<file path="src/sv/bsz_pkg.sv">
package bsz_pkg;

  localparam int PIXEL_W    = 8;
  localparam int SUM_W      = 12;
  localparam int FWIDTH_W   = 6;
  localparam int FHEIGHT_W  = 11;
  localparam int ROW_W      = 10;
  localparam int CFG_IDX_W  = 2;
  localparam int CFG_DATA_W = 11;

  localparam logic [CFG_IDX_W-1:0] CFG_FRAME_WIDTH  = 2'd0;
  localparam logic [CFG_IDX_W-1:0] CFG_FRAME_HEIGHT = 2'd1;

  localparam logic [FWIDTH_W-1:0]  FRAME_WIDTH_RST  = 6'd10;
  localparam logic [FHEIGHT_W-1:0] FRAME_HEIGHT_RST = 11'd10;
  localparam logic [FHEIGHT_W-1:0] HEIGHT_LIMIT     = 11'd1024;

  typedef enum logic [2:0] {
    ST_RUN,
    ST_SETTLE,
    ST_MID,
    ST_EDGE,
    ST_FSETTLE,
    ST_FLUSH
  } state_e;

  // controls shared by every cell of the row
  typedef struct packed {
    logic       wr_en;
    logic [1:0] wr_slot;
    logic [1:0] slot0;
    logic [1:0] slot1;
    logic [1:0] slot2;
    logic       en1;
    logic       en2;
  } cell_ctrl_t;

endpackage

</file>
<file path="src/sv/box_sum_3x3_zero_pad.sv">
// 3x3 box sum with zero padding over a raster-order pixel stream. A row of
// MAX_WIDTH column cells keeps the last three rows; each cell registers its
// column sum every cycle and adds its two neighbors' sums to form its box.
// A pixel with no result leaves the block ready. For a pixel with results,
// the cells' column sums settle after it is accepted, then one result goes
// out per cycle while the output is taken (up to 2 results at a row end).
// The last pixel of a frame adds one more settle step, then one result per
// column at that rate. A finished result waits in the output register
// while the next pixel is accepted. Width and height may be written between
// pixels; positions past a new last column or row saturate to it.
module box_sum_3x3_zero_pad #(
  parameter int MAX_WIDTH  = 32,
  parameter int PIXEL_BITS = 8
) (
  input  logic                              clk_i,
  input  logic                              rst_ni,
  input  logic                              cfg_we_i,
  input  logic [bsz_pkg::CFG_IDX_W-1:0]     cfg_index_i,
  input  logic [bsz_pkg::CFG_DATA_W-1:0]    cfg_wdata_i,
  input  logic                              pixel_valid_i,
  output logic                              pixel_ready_o,
  input  logic [bsz_pkg::PIXEL_W-1:0]       pixel_value_i,
  output logic                              box_valid_o,
  input  logic                              box_ready_i,
  output logic [bsz_pkg::SUM_W-1:0]         box_sum_o,
  output logic                              last_of_run_o,
  output logic                              frame_end_o
);

  localparam int CW   = (MAX_WIDTH > 1) ? $clog2(MAX_WIDTH) : 1;
  localparam int VW   = PIXEL_BITS + 2;
  localparam int SW   = PIXEL_BITS + 4;
  localparam int KEEP = (PIXEL_BITS < bsz_pkg::PIXEL_W) ? PIXEL_BITS : bsz_pkg::PIXEL_W;

  logic [bsz_pkg::FWIDTH_W-1:0]  frame_width_q;
  logic [bsz_pkg::FHEIGHT_W-1:0] frame_height_q;

  logic [CW-1:0]                 col_q, col_d;
  logic [bsz_pkg::ROW_W-1:0]     row_q, row_d;
  logic [1:0]                    sel_q, sel_d;

  logic [1:0]                    job_sel_q;
  logic                          job_r1_q, job_r2_q;
  logic [CW-1:0]                 job_col_q;
  logic                          job_mid_q, job_edge_q, job_flush_q;
  logic [CW-1:0]                 flush_col_q, flush_col_d;

  bsz_pkg::state_e               state_q, state_d;

  logic                          box_valid_q, box_valid_d;
  logic [bsz_pkg::SUM_W-1:0]     box_sum_q;
  logic                          last_q, frame_end_q;

  logic [CW-1:0]                 wlast_w;
  logic [bsz_pkg::ROW_W-1:0]     hlast_w;
  logic [CW-1:0]                 col_sat;
  logic [bsz_pkg::ROW_W-1:0]     row_sat;
  logic                          row_end, frame_done, has_mid, has_edge;
  logic                          in_fire;
  logic                          flush_mode;
  logic [PIXEL_BITS-1:0]         pix_w;
  bsz_pkg::cell_ctrl_t           cell_ctrl;

  logic                          emit_go;
  logic [CW-1:0]                 rd_col;
  logic                          emit_last, emit_fend;

  logic [VW-1:0]                 v_w     [MAX_WIDTH];
  logic [VW-1:0]                 v_left  [MAX_WIDTH];
  logic [VW-1:0]                 v_right [MAX_WIDTH];
  logic [SW-1:0]                 box_w   [MAX_WIDTH];

  // ---------------- configuration ----------------
  always_ff @(posedge clk_i or negedge rst_ni) begin
    if (!rst_ni) begin
      frame_width_q  <= bsz_pkg::FRAME_WIDTH_RST;
      frame_height_q <= bsz_pkg::FRAME_HEIGHT_RST;
    end else if (cfg_we_i) begin
      unique case (cfg_index_i)
        bsz_pkg::CFG_FRAME_WIDTH:
          frame_width_q <= cfg_wdata_i[bsz_pkg::FWIDTH_W-1:0];
        bsz_pkg::CFG_FRAME_HEIGHT:
          frame_height_q <= cfg_wdata_i;
        default: ;
      endcase
    end
  end

  always_comb begin
    if (frame_width_q == '0) begin
      wlast_w = '0;
    end else if (frame_width_q > bsz_pkg::FWIDTH_W'(MAX_WIDTH)) begin
      wlast_w = CW'(MAX_WIDTH - 1);
    end else begin
      wlast_w = CW'(frame_width_q - 6'd1);
    end
  end

  always_comb begin
    if (frame_height_q == '0) begin
      hlast_w = '0;
    end else if (frame_height_q > bsz_pkg::HEIGHT_LIMIT) begin
      hlast_w = bsz_pkg::ROW_W'(bsz_pkg::HEIGHT_LIMIT - 11'd1);
    end else begin
      hlast_w = bsz_pkg::ROW_W'(frame_height_q - 11'd1);
    end
  end

  // ---------------- position tracking ----------------
  assign pixel_ready_o = (state_q == bsz_pkg::ST_RUN);
  assign in_fire       = pixel_valid_i && pixel_ready_o;

  assign col_sat    = (col_q > wlast_w) ? wlast_w : col_q;
  assign row_sat    = (row_q > hlast_w) ? hlast_w : row_q;
  assign row_end    = (col_sat == wlast_w);
  assign frame_done = row_end && (row_sat == hlast_w);
  assign has_mid    = (row_sat != '0) && (col_sat != '0);
  assign has_edge   = (row_sat != '0) && row_end;

  always_comb begin
    col_d = col_q;
    row_d = row_q;
    sel_d = sel_q;
    if (in_fire) begin
      if (row_end) begin
        col_d = '0;
        if (frame_done) begin
          row_d = '0;
          sel_d = '0;
        end else begin
          row_d = row_sat + 10'd1;
          sel_d = (sel_q == 2'd2) ? 2'd0 : sel_q + 2'd1;
        end
      end else begin
        col_d = col_sat + CW'(1);
      end
    end
  end

  always_ff @(posedge clk_i or negedge rst_ni) begin
    if (!rst_ni) begin
      col_q <= '0;
      row_q <= '0;
      sel_q <= '0;
    end else begin
      col_q <= col_d;
      row_q <= row_d;
      sel_q <= sel_d;
    end
  end

  // what the accepted pixel still owes
  always_ff @(posedge clk_i or negedge rst_ni) begin
    if (!rst_ni) begin
      job_mid_q   <= 1'b0;
      job_edge_q  <= 1'b0;
      job_flush_q <= 1'b0;
    end else if (in_fire) begin
      job_mid_q   <= has_mid;
      job_edge_q  <= has_edge;
      job_flush_q <= frame_done;
    end
  end

  always_ff @(posedge clk_i) begin
    if (in_fire) begin
      job_sel_q <= sel_q;
      job_r1_q  <= (row_sat != '0);
      job_r2_q  <= (row_sat > 10'd1);
      job_col_q <= col_sat;
    end
  end

  // ---------------- cell row ----------------
  assign pix_w      = PIXEL_BITS'(pixel_value_i[KEEP-1:0]);
  assign flush_mode = (state_q == bsz_pkg::ST_FSETTLE) || (state_q == bsz_pkg::ST_FLUSH);

  always_comb begin
    cell_ctrl.wr_en   = in_fire;
    cell_ctrl.wr_slot = sel_q;
    cell_ctrl.slot0   = job_sel_q;
    cell_ctrl.slot1   = (job_sel_q == 2'd0) ? 2'd2 : job_sel_q - 2'd1;
    cell_ctrl.slot2   = (job_sel_q == 2'd0) ? 2'd1 :
                        (job_sel_q == 2'd1) ? 2'd2 : 2'd0;
    // flush centres sit on the last row: no row below, row above if any
    cell_ctrl.en1     = flush_mode ? job_r1_q : 1'b1;
    cell_ctrl.en2     = flush_mode ? 1'b0 : job_r2_q;
  end

  for (genvar j = 0; j < MAX_WIDTH; j++) begin : g_cell
    if (j == 0) begin : g_lft
      assign v_left[j] = '0;
    end else begin : g_lft
      assign v_left[j] = v_w[j-1];
    end
    if (j == MAX_WIDTH - 1) begin : g_rgt
      assign v_right[j] = '0;
    end else begin : g_rgt
      assign v_right[j] = v_w[j+1];
    end

    bsz_cell #(
      .PIXEL_BITS (PIXEL_BITS),
      .MAX_WIDTH  (MAX_WIDTH),
      .INDEX      (j)
    ) u_cell (
      .clk_i     (clk_i),
      .ctrl_i    (cell_ctrl),
      .wr_col_i  (col_sat),
      .wlast_i   (wlast_w),
      .pixel_i   (pix_w),
      .v_left_i  (v_left[j]),
      .v_right_i (v_right[j]),
      .v_o       (v_w[j]),
      .box_o     (box_w[j])
    );
  end

  // ---------------- sequencer ----------------
  always_comb begin
    state_d = state_q;
    unique case (state_q)
      bsz_pkg::ST_RUN: begin
        if (in_fire) begin
          if (has_mid || has_edge) begin
            state_d = bsz_pkg::ST_SETTLE;
          end else if (frame_done) begin
            state_d = bsz_pkg::ST_FSETTLE;
          end
        end
      end
      bsz_pkg::ST_SETTLE: begin
        state_d = job_mid_q ? bsz_pkg::ST_MID : bsz_pkg::ST_EDGE;
      end
      bsz_pkg::ST_MID: begin
        if (emit_go) begin
          state_d = job_edge_q  ? bsz_pkg::ST_EDGE :
                    job_flush_q ? bsz_pkg::ST_FSETTLE : bsz_pkg::ST_RUN;
        end
      end
      bsz_pkg::ST_EDGE: begin
        if (emit_go) begin
          state_d = job_flush_q ? bsz_pkg::ST_FSETTLE : bsz_pkg::ST_RUN;
        end
      end
      bsz_pkg::ST_FSETTLE: begin
        state_d = bsz_pkg::ST_FLUSH;
      end
      bsz_pkg::ST_FLUSH: begin
        if (emit_go && (flush_col_q == wlast_w)) begin
          state_d = bsz_pkg::ST_RUN;
        end
      end
      default: state_d = bsz_pkg::ST_RUN;
    endcase
  end

  always_comb begin
    emit_go   = 1'b0;
    rd_col    = '0;
    emit_last = 1'b0;
    emit_fend = 1'b0;
    unique case (state_q)
      bsz_pkg::ST_MID: begin
        emit_go   = !box_valid_q || box_ready_i;
        rd_col    = job_col_q - CW'(1);
        emit_last = !(job_edge_q || job_flush_q);
      end
      bsz_pkg::ST_EDGE: begin
        emit_go   = !box_valid_q || box_ready_i;
        rd_col    = wlast_w;
        emit_last = !job_flush_q;
      end
      bsz_pkg::ST_FLUSH: begin
        emit_go   = !box_valid_q || box_ready_i;
        rd_col    = flush_col_q;
        emit_last = (flush_col_q == wlast_w);
        emit_fend = (flush_col_q == wlast_w);
      end
      default: ;
    endcase
  end

  always_comb begin
    flush_col_d = flush_col_q;
    if (state_q == bsz_pkg::ST_FSETTLE) begin
      flush_col_d = '0;
    end else if ((state_q == bsz_pkg::ST_FLUSH) && emit_go && (flush_col_q != wlast_w)) begin
      flush_col_d = flush_col_q + CW'(1);
    end
  end

  always_ff @(posedge clk_i or negedge rst_ni) begin
    if (!rst_ni) begin
      state_q     <= bsz_pkg::ST_RUN;
      flush_col_q <= '0;
    end else begin
      state_q     <= state_d;
      flush_col_q <= flush_col_d;
    end
  end

  // ---------------- output register ----------------
  always_comb begin
    box_valid_d = box_valid_q;
    if (emit_go) begin
      box_valid_d = 1'b1;
    end else if (box_ready_i) begin
      box_valid_d = 1'b0;
    end
  end

  always_ff @(posedge clk_i or negedge rst_ni) begin
    if (!rst_ni) begin
      box_valid_q <= 1'b0;
    end else begin
      box_valid_q <= box_valid_d;
    end
  end

  always_ff @(posedge clk_i) begin
    if (emit_go) begin
      box_sum_q   <= bsz_pkg::SUM_W'(box_w[rd_col]);
      last_q      <= emit_last;
      frame_end_q <= emit_fend;
    end
  end

  assign box_valid_o   = box_valid_q;
  assign box_sum_o     = box_sum_q;
  assign last_of_run_o = last_q;
  assign frame_end_o   = frame_end_q;

  // ---------------- checks ----------------
  a_frame_end_is_last: assert property (@(posedge clk_i) disable iff (!rst_ni)
    box_valid_o && frame_end_o |-> last_of_run_o)
    else $error("frame_end without last_of_run");

  a_flush_in_frame: assert property (@(posedge clk_i) disable iff (!rst_ni)
    state_q == bsz_pkg::ST_FLUSH |-> flush_col_q <= wlast_w)
    else $error("flush column past last column");

  a_mid_not_first_col: assert property (@(posedge clk_i) disable iff (!rst_ni)
    state_q == bsz_pkg::ST_MID |-> job_col_q != '0)
    else $error("mid-row result for first column");

  a_transfer_only_in_run: assert property (@(posedge clk_i) disable iff (!rst_ni)
    in_fire && (has_mid || has_edge || frame_done) |=> state_q != bsz_pkg::ST_RUN)
    else $error("pixel with pending results did not start the sequencer");

endmodule

</file>
<file path="src/sv/bsz_cell.sv">
module bsz_cell #(
  parameter int PIXEL_BITS = 8,
  parameter int MAX_WIDTH  = 32,
  parameter int INDEX      = 0
) (
  input  logic                          clk_i,
  input  bsz_pkg::cell_ctrl_t           ctrl_i,
  input  logic [((MAX_WIDTH > 1) ? $clog2(MAX_WIDTH) : 1)-1:0] wr_col_i,
  input  logic [((MAX_WIDTH > 1) ? $clog2(MAX_WIDTH) : 1)-1:0] wlast_i,
  input  logic [PIXEL_BITS-1:0]         pixel_i,
  input  logic [PIXEL_BITS+1:0]         v_left_i,
  input  logic [PIXEL_BITS+1:0]         v_right_i,
  output logic [PIXEL_BITS+1:0]         v_o,
  output logic [PIXEL_BITS+3:0]         box_o
);

  localparam int CW = (MAX_WIDTH > 1) ? $clog2(MAX_WIDTH) : 1;
  localparam int VW = PIXEL_BITS + 2;
  localparam int SW = PIXEL_BITS + 4;

  logic [PIXEL_BITS-1:0] pix0_q, pix1_q, pix2_q;
  logic [VW-1:0]         v_q, v_d;
  logic                  hit;
  logic                  in_frame;

  function automatic logic [PIXEL_BITS-1:0] pick(
    input logic [1:0]            s,
    input logic [PIXEL_BITS-1:0] a,
    input logic [PIXEL_BITS-1:0] b,
    input logic [PIXEL_BITS-1:0] c
  );
    logic [PIXEL_BITS-1:0] r;
    case (s)
      2'd0:    r = a;
      2'd1:    r = b;
      default: r = c;
    endcase
    return r;
  endfunction

  assign hit      = ctrl_i.wr_en && (wr_col_i == CW'(INDEX));
  assign in_frame = (CW'(INDEX) <= wlast_i);

  // one pixel per row slot for this column
  always_ff @(posedge clk_i) begin
    if (hit) begin
      case (ctrl_i.wr_slot)
        2'd0:    pix0_q <= pixel_i;
        2'd1:    pix1_q <= pixel_i;
        default: pix2_q <= pixel_i;
      endcase
    end
  end

  // column sum, zero outside the frame or above the first row
  always_comb begin
    v_d = '0;
    if (in_frame) begin
      v_d = VW'(pick(ctrl_i.slot0, pix0_q, pix1_q, pix2_q));
      if (ctrl_i.en1) begin
        v_d = v_d + VW'(pick(ctrl_i.slot1, pix0_q, pix1_q, pix2_q));
      end
      if (ctrl_i.en2) begin
        v_d = v_d + VW'(pick(ctrl_i.slot2, pix0_q, pix1_q, pix2_q));
      end
    end
  end

  always_ff @(posedge clk_i) begin
    v_q <= v_d;
  end

  assign v_o   = v_q;
  assign box_o = SW'(v_left_i) + SW'(v_q) + SW'(v_right_i);

endmodule

</file>
<file path="config.mk">
export PLATFORM = sky130hd
export DESIGN_NAME = box_sum_3x3_zero_pad
export DESIGN_NICKNAME = d
export VERILOG_FILES = /design/src/sv/bsz_pkg.sv /design/src/sv/box_sum_3x3_zero_pad.sv /design/src/sv/bsz_cell.sv
export SDC_FILE = /design/constraint.sdc
export NUM_CORES = 2
export LEC_CHECK = 0
export BUFFER_PORTS_ARGS = -buffer_cell sky130_fd_sc_hd__buf_2
export CAP_MARGIN = 20
export CORE_MARGIN = 2
export CORE_UTILIZATION = 56
export CTS_BUF_LIST = sky130_fd_sc_hd__clkbuf_8
export CTS_CLUSTER_DIAMETER = 80
export DETAILED_ROUTE_END_ITERATION = 8
export PLACE_DENSITY = 0.72
export SYNTH_ARGS = -nofsm -noshare
export SYNTH_HDL_FRONTEND = slang
export SYNTH_SLANG_ARGS = --single-unit
</file>
<file path="constraint.sdc">
create_clock -name clk_i -period 11.6 [get_ports clk_i]
set_input_delay 1.74 -clock clk_i [delete_from_list [all_inputs] [get_ports clk_i]]
set_output_delay 1.74 -clock clk_i [all_outputs]
set_load 0.005 [all_outputs]
</file>
==> run metrics <==
H-tree Lvls 4; Worst Hold Depth 2; # Max-Cap Violations 0; Slew Limit Headroom 16.8%; CP Class flop to flop; Starting Density 56.4%; Post-synth EDFFs 791; row cnt 154; IO Port Bufs just over 40; main flop type after synthesis edfxtp_1; Worst Slack Setup Final between 5 and 6 ns; post-synthesis sequential area ratio roughly a third; Fin. Hold Viols 0; Hold Path Class flop to flop; post-DR vias/cell 6.43; CP max FO 11; first-pass iteration count of the detailed router 6; CTS max path bufs 3; Core Area 176000 sq um; post-cts sizing count 0; fmax 155 MHz; final wirelength around 320000 microns; Worst EP required 12.16 ns; GP Congestion 1.02; WL met1 132000 microns; remaining global-route overflow 0; first-pass GRT wire length 492000 microns; Filler Cell Count between 15k and 20k; hold path endpoint job_edge_q$_DFFE_PN0P_; post-synthesis cell area 99400 sq um; count of final max-slew check failures 0; CP Data Arrival Time 6.99 ns; metal3 WL 30000 microns; DRC viols 0; Post-CTS Setup Bufs 0; vias in the first global route 86.0k; Critical Path Sink Type flop; Layout Nets 12.8k; Area Growth Syn to Fin 6.51%; Top Ports 42; Worst R2R Setup Slack just over 5 ns; root buffer cell clkbuf_8; final setup fails 0; Worst-Margin Slew 1.25 ns; unrepaired setup endpoints after global routing false; #FFs+latches synth 1157; Ys Warns 0; GRT Resource Usage Total roughly a third; Hold WS 0.501 ns; HP Start job_edge_q$_DFFE_PN0P_; dpl ws 5.42 ns; Mapped Cells 11.7k; reg2reg path depth 17; startpoint types flop; Clock Latency Late Sink 0.96 ns; r2r endpoint g_cell[8].u_cell.pix1_q[4]$_DFFE_PP_; uppermost routed layer met4; Die Area 181000 sq um; Avg Inst Size Synth between 8 and 9 sq um; Reg clk slew, reported paths ~0.07 ns; Sum Neg Setup Slack 0 ns; WL/cell 23.0 microns; Fin Clk Skew 0.0508 ns; CTS buffer count 196; post-route ant nets 0; layout cells sized above 1 4.92%; worst r2r src frame_width_q[0]$_DFFE_PN0P_; CTS sink count roughly 1.2k; post-DP HPWL approximately 240000 microns; largest net degree at the start of global routing 153; CTS tree done; DRT iter0 DRCs 9637; Die X-Extent 425 microns; status finished, final reports clean; met2 wire length 144000 microns; antenna violations before repair 9; Synth async-reset ratio 3.98%; FF/Latch Area around 31000 sq um; Die Y 425 microns; post-route clock period utilization 55.5%; via count about 90k; CTS Hold Bufs 0; synth unique cells 96; area of the multi-input gates ~64000 sq um; min cycle time layout 6.43 ns; syn_nets 13.0k
final cells by class:
type	instances	share of cell area [%]
inverters	611	2.17
clock buffers	210	2.73
repair buffers	161	1.22
clock inverters	161	1.23
flip-flops and latches	1157	29.6
diodes	5	0.0118
well taps	2340	2.76
multi-input cells	9372	60.3
registers in the layout, indices dropped and copies added, names as in the netlist, 2 cells and up:
signal and cells:
box_sum_o 12, g_cell.u_cell.pix2_q 256, g_cell.u_cell.pix1_q 256, frame_height_q 11, col_q 5, job_sel_q 2, frame_width_q 6, g_cell.u_cell.pix0_q 256
state_q 3, row_q 10, job_col_q 5, g_cell.u_cell.v_o 320, flush_col_q 5, sel_q 2
routing by layer:
layer	up-vias	global-route usage, %
li1	42400	-
met1	42900	45.4
met2	4099	55.6
met3	770	6.59
met4	0	16.8
met5	-	0
kinds of logic after synthesis:
| group | synth area share (%) |
|---|---|
| AO/OA/AOI/OAI | 25.0 |
| adder cells (fa/ha/maj) | 17.0 |
| buffers and inverters | 4.49 |
| XOR/XNOR | 7.07 |
| flip-flops | 31.5 |
| AND/OR/NAND/NOR | 14.4 |
| multiplexers | 0.460 |
cell usage in the layout (no fill, tap or decap), types with 49 or more instances in the layout:
cell type / instances
a211oi_1: 87
dfxtp_1: 320
and3_1: 77
o21ai_0: 610
inv_1: 662
a21o_1: 218
ha_1: 1148
nor3_1: 184
clkbuf_8: 210
xnor2_1: 587
buf_4: 114
nor2_1: 1202
o21a_1: 63
xor2_1: 216
nor2b_1: 113
edfxtp_1: 791
o211ai_1: 110
o21bai_1: 274
nand3_1: 231
fa_1: 125
nand2_1: 1310
o41ai_1: 49
a21oi_1: 1249
a22oi_1: 779
a31oi_1: 108
worst max-delay path by stage:
| stage | from | endpoint | slack [ns] | depth (start not counted) |
|---|---|---|---|---|
| 2_1_floorplan | job_sel_q[1]$_DFFE_PP_ | g_cell[11].u_cell.v_o[8]$_SDFF_PN0_ | 6.80 | 22 |
| 3_3_place_gp | frame_width_q[1]$_DFFE_PN1P_ | g_cell[8].u_cell.pix2_q[0]$_DFFE_PP_ | 4.76 | 17 |
| 3_5_place_dp | frame_width_q[0]$_DFFE_PN0P_ | g_cell[8].u_cell.pix1_q[0]$_DFFE_PP_ | 5.42 | 17 |
| 4_1_cts | frame_width_q[0]$_DFFE_PN0P_ | g_cell[8].u_cell.pix1_q[4]$_DFFE_PP_ | 5.37 | 17 |
| 5_1_grt | frame_width_q[0]$_DFFE_PN0P_ | g_cell[8].u_cell.pix2_q[5]$_DFFE_PP_ | 4.82 | 17 |
| 6_report | frame_width_q[0]$_DFFE_PN0P_ | g_cell[8].u_cell.pix1_q[4]$_DFFE_PP_ | 5.17 | 17 |
critical path: stages, from the launching register on:
cell and delay, ns:
dfrtp_1 0.44, inv_1 0.15, ha_1 0.28, nor2b_1 0.24, o22ai_1 0.18, nand2_1 0.46, clkinv_1 0.38, ha_1 0.40
nand3_1 0.09, o221ai_1 0.17, a21oi_1 0.14, nor2_1 0.53, a21oi_1 0.29, inv_1 0.19, ha_1 0.24, nand3_1 0.78
buf_4 0.50, nor2_1 0.57
Yosys cell counts (all sizes together) (27+ instances only):
library cell     n  area [sq um]
o41ai           50           457
and3            77           482
xnor2          587          5140
o21bai         274          2060
a211oi          89           678
inv            610          2290
or3             47           294
a21o           219          1640
nor3           185           931
clkbuf         484          1820
a22oi          780          5870
a311oi          29           254
dfrtp           42          1050
xor2           216          1890
o211ai         111           838
buf             74           349
ha            1152         14400
a21boi          36           270
dfxtp          320          6410
a21oi         1255          6280
nand3          233          1170
o21a            64           480
edfxtp         791         23800
nor2b          113           707
o31ai           34           255
a31oi          109           682
o21ai          618          3090
fa             125          2500
nor2          1209          4540
nor4b           27           251
nand2         1311          4920
through the flow:
| stage | utilization [%] | instance area [sq um] | std cells |
|---|---|---|---|
| after detailed placement | 57.7 | 102000 | 13600 |
| final | 60.1 | 106000 | 14000 |
| after CTS | 60.0 | 106000 | 14000 |
| after floorplan | - | 99400 | 11700 |
| after global routing | 60.1 | 106000 | 14000 |
| after global placement | 57.7 | 102000 | 13600 |
Power is not shown: default switching activity piles up to over one toggle a cycle in this logic, so the estimate is an artifact.
